### src/hdl/software_timer_list_manager_macros.svh
// Assertion macros shared by the timer list manager RTL.
`ifndef SOFTWARE_TIMER_LIST_MANAGER_MACROS_SVH
`define SOFTWARE_TIMER_LIST_MANAGER_MACROS_SVH

// cond must hold at every clock edge outside reset
`define STLM_ASSERT_ALWAYS(label, clk, rst, cond, msg) \
  label: assert property (@(posedge clk) disable iff (rst) (cond)) \
    else $error(msg);

// cons must hold in the cycle after ante
`define STLM_ASSERT_NEXT(label, clk, rst, ante, cons, msg) \
  label: assert property (@(posedge clk) disable iff (rst) (ante) |=> (cons)) \
    else $error(msg);

`endif

### src/hdl/stlm_pkg.sv
// Shared types and constants for the timer list manager.
package stlm_pkg;

  localparam int DEF_TIMER_SLOTS = 16;
  localparam int DEF_TASK_COUNT  = 16;
  localparam int MAX_RESULTS     = 16;

  typedef enum logic [1:0] {
    OP_TICK  = 2'd0,
    OP_SCHED = 2'd1,
    OP_DEL   = 2'd2
  } opcode_t;

  typedef enum logic [1:0] {
    KIND_ACK       = 2'd0,
    KIND_EXPIRED   = 2'd1,
    KIND_NO_EXPIRY = 2'd2
  } kind_t;

  typedef enum logic [2:0] {
    ST_IDLE,
    ST_SCHED_RD,
    ST_DEL_WALK,
    ST_TICK_WALK,
    ST_TICK_END
  } state_t;

endpackage

### src/hdl/stlm_ram.sv
// Slot entry memory: one write port, one read port, registered read data.
module stlm_ram #(
  parameter int DEPTH = 16,
  parameter int DATA_W = 8,
  localparam int ADDR_W = $clog2(DEPTH)
) (
  input  logic              clk,
  input  logic              we,
  input  logic [ADDR_W-1:0] waddr,
  input  logic [DATA_W-1:0] wdata,
  input  logic              re,
  input  logic [ADDR_W-1:0] raddr,
  output logic [DATA_W-1:0] rdata
);

  logic [DATA_W-1:0] mem [DEPTH];

  always_ff @(posedge clk) begin
    if (we) begin
      mem[waddr] <= wdata;
    end
  end

  always_ff @(posedge clk) begin
    if (re) begin
      rdata <= mem[raddr];
    end
  end

endmodule

### src/hdl/software_timer_list_manager.sv
// Top level: one-shot timer slot list with countdown, schedule and delete.
//
// Channel   Ports                                             Transaction
// -------   -----------------------------------------------   --------------------------
// command   start, busy, opcode, timer_slot, timeout_ticks,     start && !busy at clk edge
//           target_task, notify_message, elapsed
// result    strobe, kind, slot_out, task_out, message_out,      strobe high for one cycle
//           was_active, last
//
// Cycles: schedule of an idle slot, bad slot or task, and delete of an idle
//   slot give their result in the cycle after the command; busy stays low.
// Reschedule of an active slot: read, then write back the entry in ST_SCHED_RD.
// Delete of an active slot: ST_DEL_WALK walks the list entry by entry up to and
//   including it.
// Tick: ST_TICK_WALK visits each active slot once; the single memory read port
//   fetches one list entry per cycle, and the last result comes in a
//   closing cycle.
// Reset (synchronous) clears the active flags and empties the list; no
//   memory sweep is needed. The receiver cannot stall the result strobe.
module software_timer_list_manager #(
  parameter int TIMER_SLOTS = stlm_pkg::DEF_TIMER_SLOTS,
  parameter int TASK_COUNT  = stlm_pkg::DEF_TASK_COUNT
) (
  input  logic        clk,
  input  logic        rst,
  input  logic        start,
  output logic        busy,
  input  logic [1:0]  opcode,
  input  logic [3:0]  timer_slot,
  input  logic [15:0] timeout_ticks,
  input  logic [3:0]  target_task,
  input  logic [15:0] notify_message,
  input  logic [15:0] elapsed,
  output logic        strobe,
  output logic [1:0]  kind,
  output logic [3:0]  slot_out,
  output logic [3:0]  task_out,
  output logic [15:0] message_out,
  output logic        was_active,
  output logic        last
);

  import stlm_pkg::*;

  // Entry layout in memory: {remaining, next link, task, message}
  localparam int IDX_W   = $clog2(TIMER_SLOTS);
  localparam int LINK_W  = $clog2(TIMER_SLOTS + 1);
  localparam int TASK_W  = $clog2(TASK_COUNT);
  localparam int REM_W   = 16;
  localparam int MSG_W   = 16;
  localparam int ENTRY_W = REM_W + LINK_W + TASK_W + MSG_W;
  localparam int CNT_W   = $clog2(MAX_RESULTS + 1);
  localparam logic [LINK_W-1:0] NIL = LINK_W'(TIMER_SLOTS);

  state_t state, state_next;

  // Control state
  logic [TIMER_SLOTS-1:0] active;
  logic [LINK_W-1:0]      head;
  logic                   pend_valid;
  logic [CNT_W-1:0]       res_cnt;

  // Per-transaction working registers
  logic [IDX_W-1:0]   slot_q;
  logic [REM_W-1:0]   load_q;
  logic [REM_W-1:0]   elapsed_q;
  logic [LINK_W-1:0]  cur;
  logic [LINK_W-1:0]  prev;
  logic [ENTRY_W-1:0] prev_entry;
  logic [IDX_W-1:0]   pend_slot;
  logic [TASK_W-1:0]  pend_task;
  logic [MSG_W-1:0]   pend_msg;

  // Memory port
  logic               ram_we;
  logic [IDX_W-1:0]   ram_waddr;
  logic [ENTRY_W-1:0] ram_wdata;
  logic               ram_re;
  logic [IDX_W-1:0]   ram_raddr;
  logic [ENTRY_W-1:0] ram_rdata;

  // Command decode
  logic              accept;
  logic [IDX_W-1:0]  in_slot;
  logic              slot_ok;
  logic              task_ok;
  logic              in_active;
  logic [REM_W-1:0]  load_val;

  // Fields of the entry just read
  logic [REM_W-1:0]   rd_rem;
  logic [LINK_W-1:0]  rd_next;
  logic [TASK_W-1:0]  rd_task;
  logic [MSG_W-1:0]   rd_msg;
  logic [REM_W-1:0]   new_rem;
  logic               expired;
  logic               hit;
  logic               keep_room;
  logic [ENTRY_W-1:0] prev_relinked;

  // Next result
  logic        res_fire;
  kind_t       res_kind;
  logic [3:0]  res_slot;
  logic [3:0]  res_task;
  logic [15:0] res_msg;
  logic        res_was;
  logic        res_last;

  stlm_ram #(
    .DEPTH  (TIMER_SLOTS),
    .DATA_W (ENTRY_W)
  ) u_ram (
    .clk   (clk),
    .we    (ram_we),
    .waddr (ram_waddr),
    .wdata (ram_wdata),
    .re    (ram_re),
    .raddr (ram_raddr),
    .rdata (ram_rdata)
  );

  assign busy      = (state != ST_IDLE);
  assign accept    = start && !busy;
  assign in_slot   = IDX_W'(timer_slot);
  assign slot_ok   = (32'(timer_slot) < 32'(TIMER_SLOTS));
  assign task_ok   = (32'(target_task) < 32'(TASK_COUNT));
  assign in_active = slot_ok && active[in_slot];
  assign load_val  = (timeout_ticks == '0) ? REM_W'(1) : timeout_ticks;

  assign rd_rem  = ram_rdata[ENTRY_W-1 -: REM_W];
  assign rd_next = ram_rdata[TASK_W+MSG_W +: LINK_W];
  assign rd_task = ram_rdata[MSG_W +: TASK_W];
  assign rd_msg  = ram_rdata[MSG_W-1:0];

  // Saturating countdown; an active entry always holds at least one tick
  assign expired   = (rd_rem <= elapsed_q);
  assign new_rem   = expired ? '0 : (rd_rem - elapsed_q);
  assign hit       = (cur == LINK_W'(slot_q));
  assign keep_room = (res_cnt < CNT_W'(MAX_RESULTS));

  // Predecessor keeps its fields, only its link moves past the current entry
  assign prev_relinked = {prev_entry[ENTRY_W-1 -: REM_W], rd_next,
                          prev_entry[TASK_W+MSG_W-1:0]};

  // Next state
  always_comb begin
    state_next = state;
    unique case (state)
      ST_IDLE: begin
        if (accept) begin
          unique case (opcode)
            OP_TICK:  state_next = (head == NIL) ? ST_TICK_END : ST_TICK_WALK;
            OP_SCHED: if (in_active && task_ok) state_next = ST_SCHED_RD;
            OP_DEL:   if (in_active) state_next = ST_DEL_WALK;
            default:  state_next = ST_IDLE;
          endcase
        end
      end
      ST_SCHED_RD:  state_next = ST_IDLE;
      ST_DEL_WALK:  if (hit || rd_next == NIL) state_next = ST_IDLE;
      ST_TICK_WALK: if (rd_next == NIL) state_next = ST_TICK_END;
      ST_TICK_END:  state_next = ST_IDLE;
      default:      state_next = ST_IDLE;
    endcase
  end

  // Memory accesses and result selection
  always_comb begin
    ram_we    = 1'b0;
    ram_waddr = '0;
    ram_wdata = '0;
    ram_re    = 1'b0;
    ram_raddr = '0;
    res_fire  = 1'b0;
    res_kind  = KIND_ACK;
    res_slot  = '0;
    res_task  = '0;
    res_msg   = '0;
    res_was   = 1'b0;
    res_last  = 1'b0;
    unique case (state)
      ST_IDLE: begin
        if (accept) begin
          unique case (opcode)
            OP_TICK: begin
              ram_re    = (head != NIL);
              ram_raddr = head[IDX_W-1:0];
            end
            OP_SCHED: begin
              if (in_active && task_ok) begin
                ram_re    = 1'b1;
                ram_raddr = in_slot;
              end else begin
                // new activation goes straight to the head of the list
                ram_we    = slot_ok && task_ok;
                ram_waddr = in_slot;
                ram_wdata = {load_val, head, TASK_W'(target_task), notify_message};
                res_fire  = 1'b1;
                res_slot  = timer_slot;
                res_was   = in_active;
                res_last  = 1'b1;
              end
            end
            OP_DEL: begin
              if (in_active) begin
                ram_re    = 1'b1;
                ram_raddr = head[IDX_W-1:0];
              end else begin
                res_fire = 1'b1;
                res_slot = timer_slot;
                res_last = 1'b1;
              end
            end
            default: res_fire = 1'b0;
          endcase
        end
      end
      ST_SCHED_RD: begin
        // reload only the countdown
        ram_we    = 1'b1;
        ram_waddr = slot_q;
        ram_wdata = {load_q, rd_next, rd_task, rd_msg};
        res_fire  = 1'b1;
        res_slot  = 4'(slot_q);
        res_was   = 1'b1;
        res_last  = 1'b1;
      end
      ST_DEL_WALK: begin
        if (hit || rd_next == NIL) begin
          ram_we    = hit && (prev != NIL);
          ram_waddr = prev[IDX_W-1:0];
          ram_wdata = prev_relinked;
          res_fire  = 1'b1;
          res_slot  = 4'(slot_q);
          res_was   = 1'b1;
          res_last  = 1'b1;
        end else begin
          ram_re    = 1'b1;
          ram_raddr = rd_next[IDX_W-1:0];
        end
      end
      ST_TICK_WALK: begin
        if (expired) begin
          ram_we    = (prev != NIL);
          ram_waddr = prev[IDX_W-1:0];
          ram_wdata = prev_relinked;
          // one expiry held back so that the final one can carry last
          res_fire  = keep_room && pend_valid;
          res_kind  = KIND_EXPIRED;
          res_slot  = 4'(pend_slot);
          res_task  = 4'(pend_task);
          res_msg   = pend_msg;
        end else begin
          ram_we    = 1'b1;
          ram_waddr = cur[IDX_W-1:0];
          ram_wdata = {new_rem, rd_next, rd_task, rd_msg};
        end
        ram_re    = (rd_next != NIL);
        ram_raddr = rd_next[IDX_W-1:0];
      end
      ST_TICK_END: begin
        res_fire = 1'b1;
        res_last = 1'b1;
        if (pend_valid) begin
          res_kind = KIND_EXPIRED;
          res_slot = 4'(pend_slot);
          res_task = 4'(pend_task);
          res_msg  = pend_msg;
        end else begin
          res_kind = KIND_NO_EXPIRY;
        end
      end
      default: res_fire = 1'b0;
    endcase
  end

  // Control registers
  always_ff @(posedge clk) begin
    if (rst) begin
      state      <= ST_IDLE;
      active     <= '0;
      head       <= NIL;
      strobe     <= 1'b0;
      pend_valid <= 1'b0;
      res_cnt    <= '0;
    end else begin
      state  <= state_next;
      strobe <= res_fire;
      case (state)
        ST_IDLE: begin
          if (accept) begin
            pend_valid <= 1'b0;
            res_cnt    <= '0;
            if (opcode == OP_SCHED && slot_ok && task_ok && !in_active) begin
              active[in_slot] <= 1'b1;
              head            <= LINK_W'(in_slot);
            end
          end
        end
        ST_DEL_WALK: begin
          if (hit) begin
            active[slot_q] <= 1'b0;
            if (prev == NIL) head <= rd_next;
          end
        end
        ST_TICK_WALK: begin
          if (expired) begin
            active[cur[IDX_W-1:0]] <= 1'b0;
            if (prev == NIL) head <= rd_next;
            if (keep_room) begin
              pend_valid <= 1'b1;
              res_cnt    <= res_cnt + CNT_W'(1);
            end
          end
        end
        ST_TICK_END: pend_valid <= 1'b0;
        default: pend_valid <= pend_valid;
      endcase
    end
  end

  // Working and result registers
  always_ff @(posedge clk) begin
    kind        <= res_kind;
    slot_out    <= res_slot;
    task_out    <= res_task;
    message_out <= res_msg;
    was_active  <= res_was;
    last        <= res_last;
    case (state)
      ST_IDLE: begin
        if (accept) begin
          slot_q    <= in_slot;
          load_q    <= load_val;
          elapsed_q <= elapsed;
          cur       <= head;
          prev      <= NIL;
        end
      end
      ST_DEL_WALK: begin
        if (!hit) begin
          prev       <= cur;
          prev_entry <= ram_rdata;
          cur        <= rd_next;
        end
      end
      ST_TICK_WALK: begin
        if (expired) begin
          if (prev != NIL) prev_entry <= prev_relinked;
          if (keep_room) begin
            pend_slot <= cur[IDX_W-1:0];
            pend_task <= rd_task;
            pend_msg  <= rd_msg;
          end
        end else begin
          prev       <= cur;
          prev_entry <= {new_rem, rd_next, rd_task, rd_msg};
        end
        cur <= rd_next;
      end
      default: cur <= cur;
    endcase
  end

  `include "software_timer_list_manager_macros.svh"

  `STLM_ASSERT_ALWAYS(a_no_rw_overlap, clk, rst, !(ram_we && ram_re && ram_waddr == ram_raddr), "read and write hit the same entry")
  `STLM_ASSERT_ALWAYS(a_head_active, clk, rst, (head == NIL) || active[head[IDX_W-1:0]], "list head is not an active slot")
  `STLM_ASSERT_NEXT(a_tick_no_growth, clk, rst, state == ST_TICK_WALK, $countones(active) <= $past($countones(active)), "tick walk activated a slot")
  `STLM_ASSERT_NEXT(a_tick_closes, clk, rst, state == ST_TICK_END, strobe && last, "tick ended without a final result")

endmodule
### config.mk
export PLATFORM = sky130hd
export DESIGN_NAME = software_timer_list_manager
export DESIGN_NICKNAME = d
export VERILOG_FILES = /design/src/hdl/stlm_pkg.sv /design/src/hdl/stlm_ram.sv /design/src/hdl/software_timer_list_manager.sv
export VERILOG_INCLUDE_DIRS = /design/src /design/src/hdl
export SDC_FILE = /design/constraint.sdc
export NUM_CORES = 1
export LEC_CHECK = 0
export ABC_AREA = 0
export BUFFER_PORTS_ARGS = -buffer_cell sky130_fd_sc_hd__buf_2
export CAP_MARGIN = 10
export CORE_ASPECT_RATIO = 1.4
export CORE_UTILIZATION = 58
export DETAILED_ROUTE_END_ITERATION = 10
export MAX_ROUTING_LAYER = met4
export PLACE_DENSITY_LB_ADDON = 0.08
export SYNTH_ARGS = -nofsm -noshare
export SYNTH_HDL_FRONTEND = slang
export SYNTH_HIERARCHICAL = 1
export SYNTH_SLANG_ARGS = --single-unit
### constraint.sdc
create_clock -name clk -period 9.3 [get_ports clk]
set_clock_uncertainty 0.05 [all_clocks]
set_input_delay 1.86 -clock clk [delete_from_list [all_inputs] [get_ports clk]]
set_output_delay 1.86 -clock clk [all_outputs]
set_load 0.1 [all_outputs]
==> flow_summary.yaml <==
status:
  outcome: "finished with violations"
  violations: "DRC"
logic_synthesis:
  seq_area_frac_synth_pct: 74.64
  synthAdderAreaFrac_pct: 0.8344
  yosysMostFrequentCell: "edfxtp_1"
  synth_compound_area_share_pct: 6.088
  synth.top_cell.area_share_pct: 71.15
  synth_commonest_cells: "803 x edfxtp_1, 170 x nand2_1, 168 x mux4_2, 114 x a22oi_1, 69 x clkbuf_1"
  ys_warn_count: 6
  synth_cells: 1858
  synthesis.area_sq_mm: 0.03389
  synth-simple-area-share_pct: 4.774
  synth_top_family_by_area: "multiplexers"
  ys_seq_elements: 862
  synth_edf_count: 803
  synth_top_area_cell: "edfxtp_1"
  synth_xor_area_share_pct: 0.4652
  ys_types: 65
  async_flop_share_pct: 0
  synthMuxAreaShare_pct: 11.35
  synth_nets: 1941
  synthTopCellsByArea: "edfxtp_1 71%, mux4_2 11%, dfxtp_1 3.5%, a22oi_1 2.5%, nand2_1 1.9%"
  avgSynthCellArea_sq_um: 18.24
  ys.flop_type: "edfxtp_1"
clocking:
  cts_num_sinks: 862
  cts_tree: "built"
  cts_setup_buffers: 0
  numCtsBuffers: 80
  cts_buffer_depth: 3
  cts-hold-fix-buffers: 0
  root_buffer: "clkbuf_16"
  cts_resized: 0
  htree_levels: 3
  clkLatencyLatePin_ps: 630
  path_clk_slew_ps: 60
floorplanning:
  rows: 104
  fp.dieW_um: 206.3
  initial_core_util_pct: 58.79
  core_area_sq_mm: 0.05765
  io_pins: 91
  dieArea_sq_mm: 0.05942
  die_h_um: 288.0
sta:
  min_period_ps: 5860
  worstMarginPinSlew_ps: 1243
  fin_setup_tns_ps: 0
  hold_ws_ps: 405.3
  max-slew-margin-rel_pct: 16.91
  finalSetupViolCount: 0
  drv_slew: 0
  rsz0062_at_grt: "false"
  max_clock_freq_mhz: 170.7
  post-route-period-util_pct: 63.01
  finalHoldViolCount: 0
route:
  ant_nets: 0
  drc: 20
  drtIter0Drc: 2001
  wl_per_cell_um: 28.23
  via_per_inst: 6.471
  firstDrtPassIters: 9
  routed_wl_mm: 78.34
  vias: 17960
power_and_ir_drop:
  peakVddDrop_v: 0.0001941
  p_sw_share_pct: 21.23
  power.density_mw_per_mm2: 210.2
  p_seq_share_pct: 54.2
  p_comb_share_pct: 5.1
  clockPowerShare_pct: 40.6
  p_leak_nw: 12.70
  p_sw_mw: 1.697
  p_int_mw: 6.293
setup_path:
  criticalPathCategory: "in2reg"
  critPathMostFrequentCell: "mux4_2"
  worstSetupStartpointType: "input pin"
  crit_family: "buffers and inverters"
  endpoint_kind: "flop"
  cp.required_ps: 9620
  path_buf_inv: 3
  slowest_stage: "buf_4"
  crit_chain: "buf_2 -> mux4_2 -> mux2_2 -> mux2i_1 -> nor4_1 -> a222oi_1 -> inv_6 -> buf_4 -> mux4_2 -> a22oi_1 -> nand2_1"
  arrival_ps: 6180
  slowest_delay_ps: 870
  cp_max_fo: 101
layout:
  diodes: 0
  final_nets: 2050
  final_util_pct: 65.94
  num-fill-cells: 3875
  syn2layout_area_growth_pct: 12.15
  final_cells: 2775
  drive_above_1_share_pct: 22.82
global_routing:
  track_usage_pct: 28.13
  grt_max_degree: 102
  grt.overflow.total: 0
  grt_first_pass_wirelength_mm: 116.1
  antenna_found_initial: 1
  first_global_vias: 18330
flow_run:
  cap_violations: 0
placement:
  port_buffers: 90
  place_congestion: 0.9268
  dp.cells: 2623
  hpwl_mm: 43.66
min_path:
  min_path_type: "reg2reg"
[final cells by class]
type,count,area [sq um],area share [%]
Clock inverter,40,311.5,0.8197
Clock buffer,108,2300,6.050
Inverter,40,155.1,0.4082
Timing Repair Buffer,139,847.1,2.229
Sequential cell,862,25290,66.55
Tap cell,742,928.4,2.443
Multi-Input combinational cell,844,8173,21.50
[placed cells by master (no fill, tap or decap), types with 9 or more instances in the layout]
master,synthesis,routed
o211ai_1,10,10
nor3b_1,9,9
clkbuf_1,69,16
nor4_1,10,10
buf_4,9,46
clkinv_1,0,11
o21ai_0,37,36
nor3_1,13,9
nor2_4,0,13
mux4_2,168,168
dfxtp_1,59,59
a21oi_1,23,21
a22oi_1,114,114
nor2_1,55,42
a21o_1,12,12
o22a_1,16,16
buf_2,18,90
ha_1,21,21
clkbuf_16,0,87
o22ai_1,9,9
nor2b_1,27,25
edfxtp_1,803,803
xnor2_1,10,10
nand2_1,170,169
inv_1,40,39
clkinv_2,0,17
nand2b_1,15,15
a222oi_1,12,12
nand3_1,14,14
[metal layers]
metal | GRT usage (%) | vias to the layer above | wire length (um)
met2 | 44.24 | 761 | 38630
met1 | 38.36 | 9345 | 31450
li1 | - | 7699 | -
met4 | 9.210 | 0 | 2117
met5 | - | - | 0
met3 | 3.905 | 153 | 6143
[cell families (layout without fill, tap and decap cells)]
kind of cell | count (synthesis) | in the layout
AO/OA/AOI/OAI | 283 | 283
AND/OR/NAND/NOR | 347 | 347
buffers and inverters | 152 | 327
adder cells (fa/ha/maj) | 22 | 22
flip-flops | 862 | 862
XOR/XNOR | 18 | 18
multiplexers | 174 | 174
[power by group through the flow]
| stage | logic [mW] | clock network [mW] | registers, mW |
|---|---|---|---|
| 6_report | 0.411 | 3.25 | 4.33 |
| 5_1_grt | 0.446 | 3.43 | 4.34 |
| 4_1_cts | 0.411 | 3.30 | 4.33 |
| 3_5_place_dp | 0.409 | 0 | 4.42 |
| 3_3_place_gp | 0.402 | 0 | 4.42 |
| 2_1_floorplan | 0.268 | 0 | 4.42 |
[final timing paths]
| check | end | slack (ps) | cells after the start | start |
|---|---|---|---|---|
| max reg2reg | u_ram/mem[11][19] | 3660 | 13 | u_ram/rdata[25] |
| min | message_out[4] | 410 | 1 | pend_msg[4] |
| min reg2reg | message_out[4] | 410 | 1 | pend_msg[4] |
| max | u_ram/rdata[12] | 3440 | 11 | timer_slot[0] |
[registers in the layout, indices dropped and copies added, names as in the netlist, 2 cells and up]
signal	flops
prev_entry	36
message_out	16
load_q	16
pend_task	4
task_out	4
elapsed_q	16
res_cnt	5
pend_slot	4
u_ram/rdata	41
pend_msg	16
slot_out	4
active	16
slot_q	4
cur	5
kind	2
prev	5
head	5
state	3
u_ram/mem	656
[through the flow]
step | area (sq um) | power (mW) | worst slack, ps
finish | 38010 | 7.990 | 3440
global placement | 35360 | 4.817 | 2842
detailed placement | 35360 | 4.825 | 2779
floorplan | 33890 | 4.686 | 1606
CTS | 37980 | 8.041 | 3399
global route | 38010 | 8.214 | 3030
(Power assumes the default switching activity.)
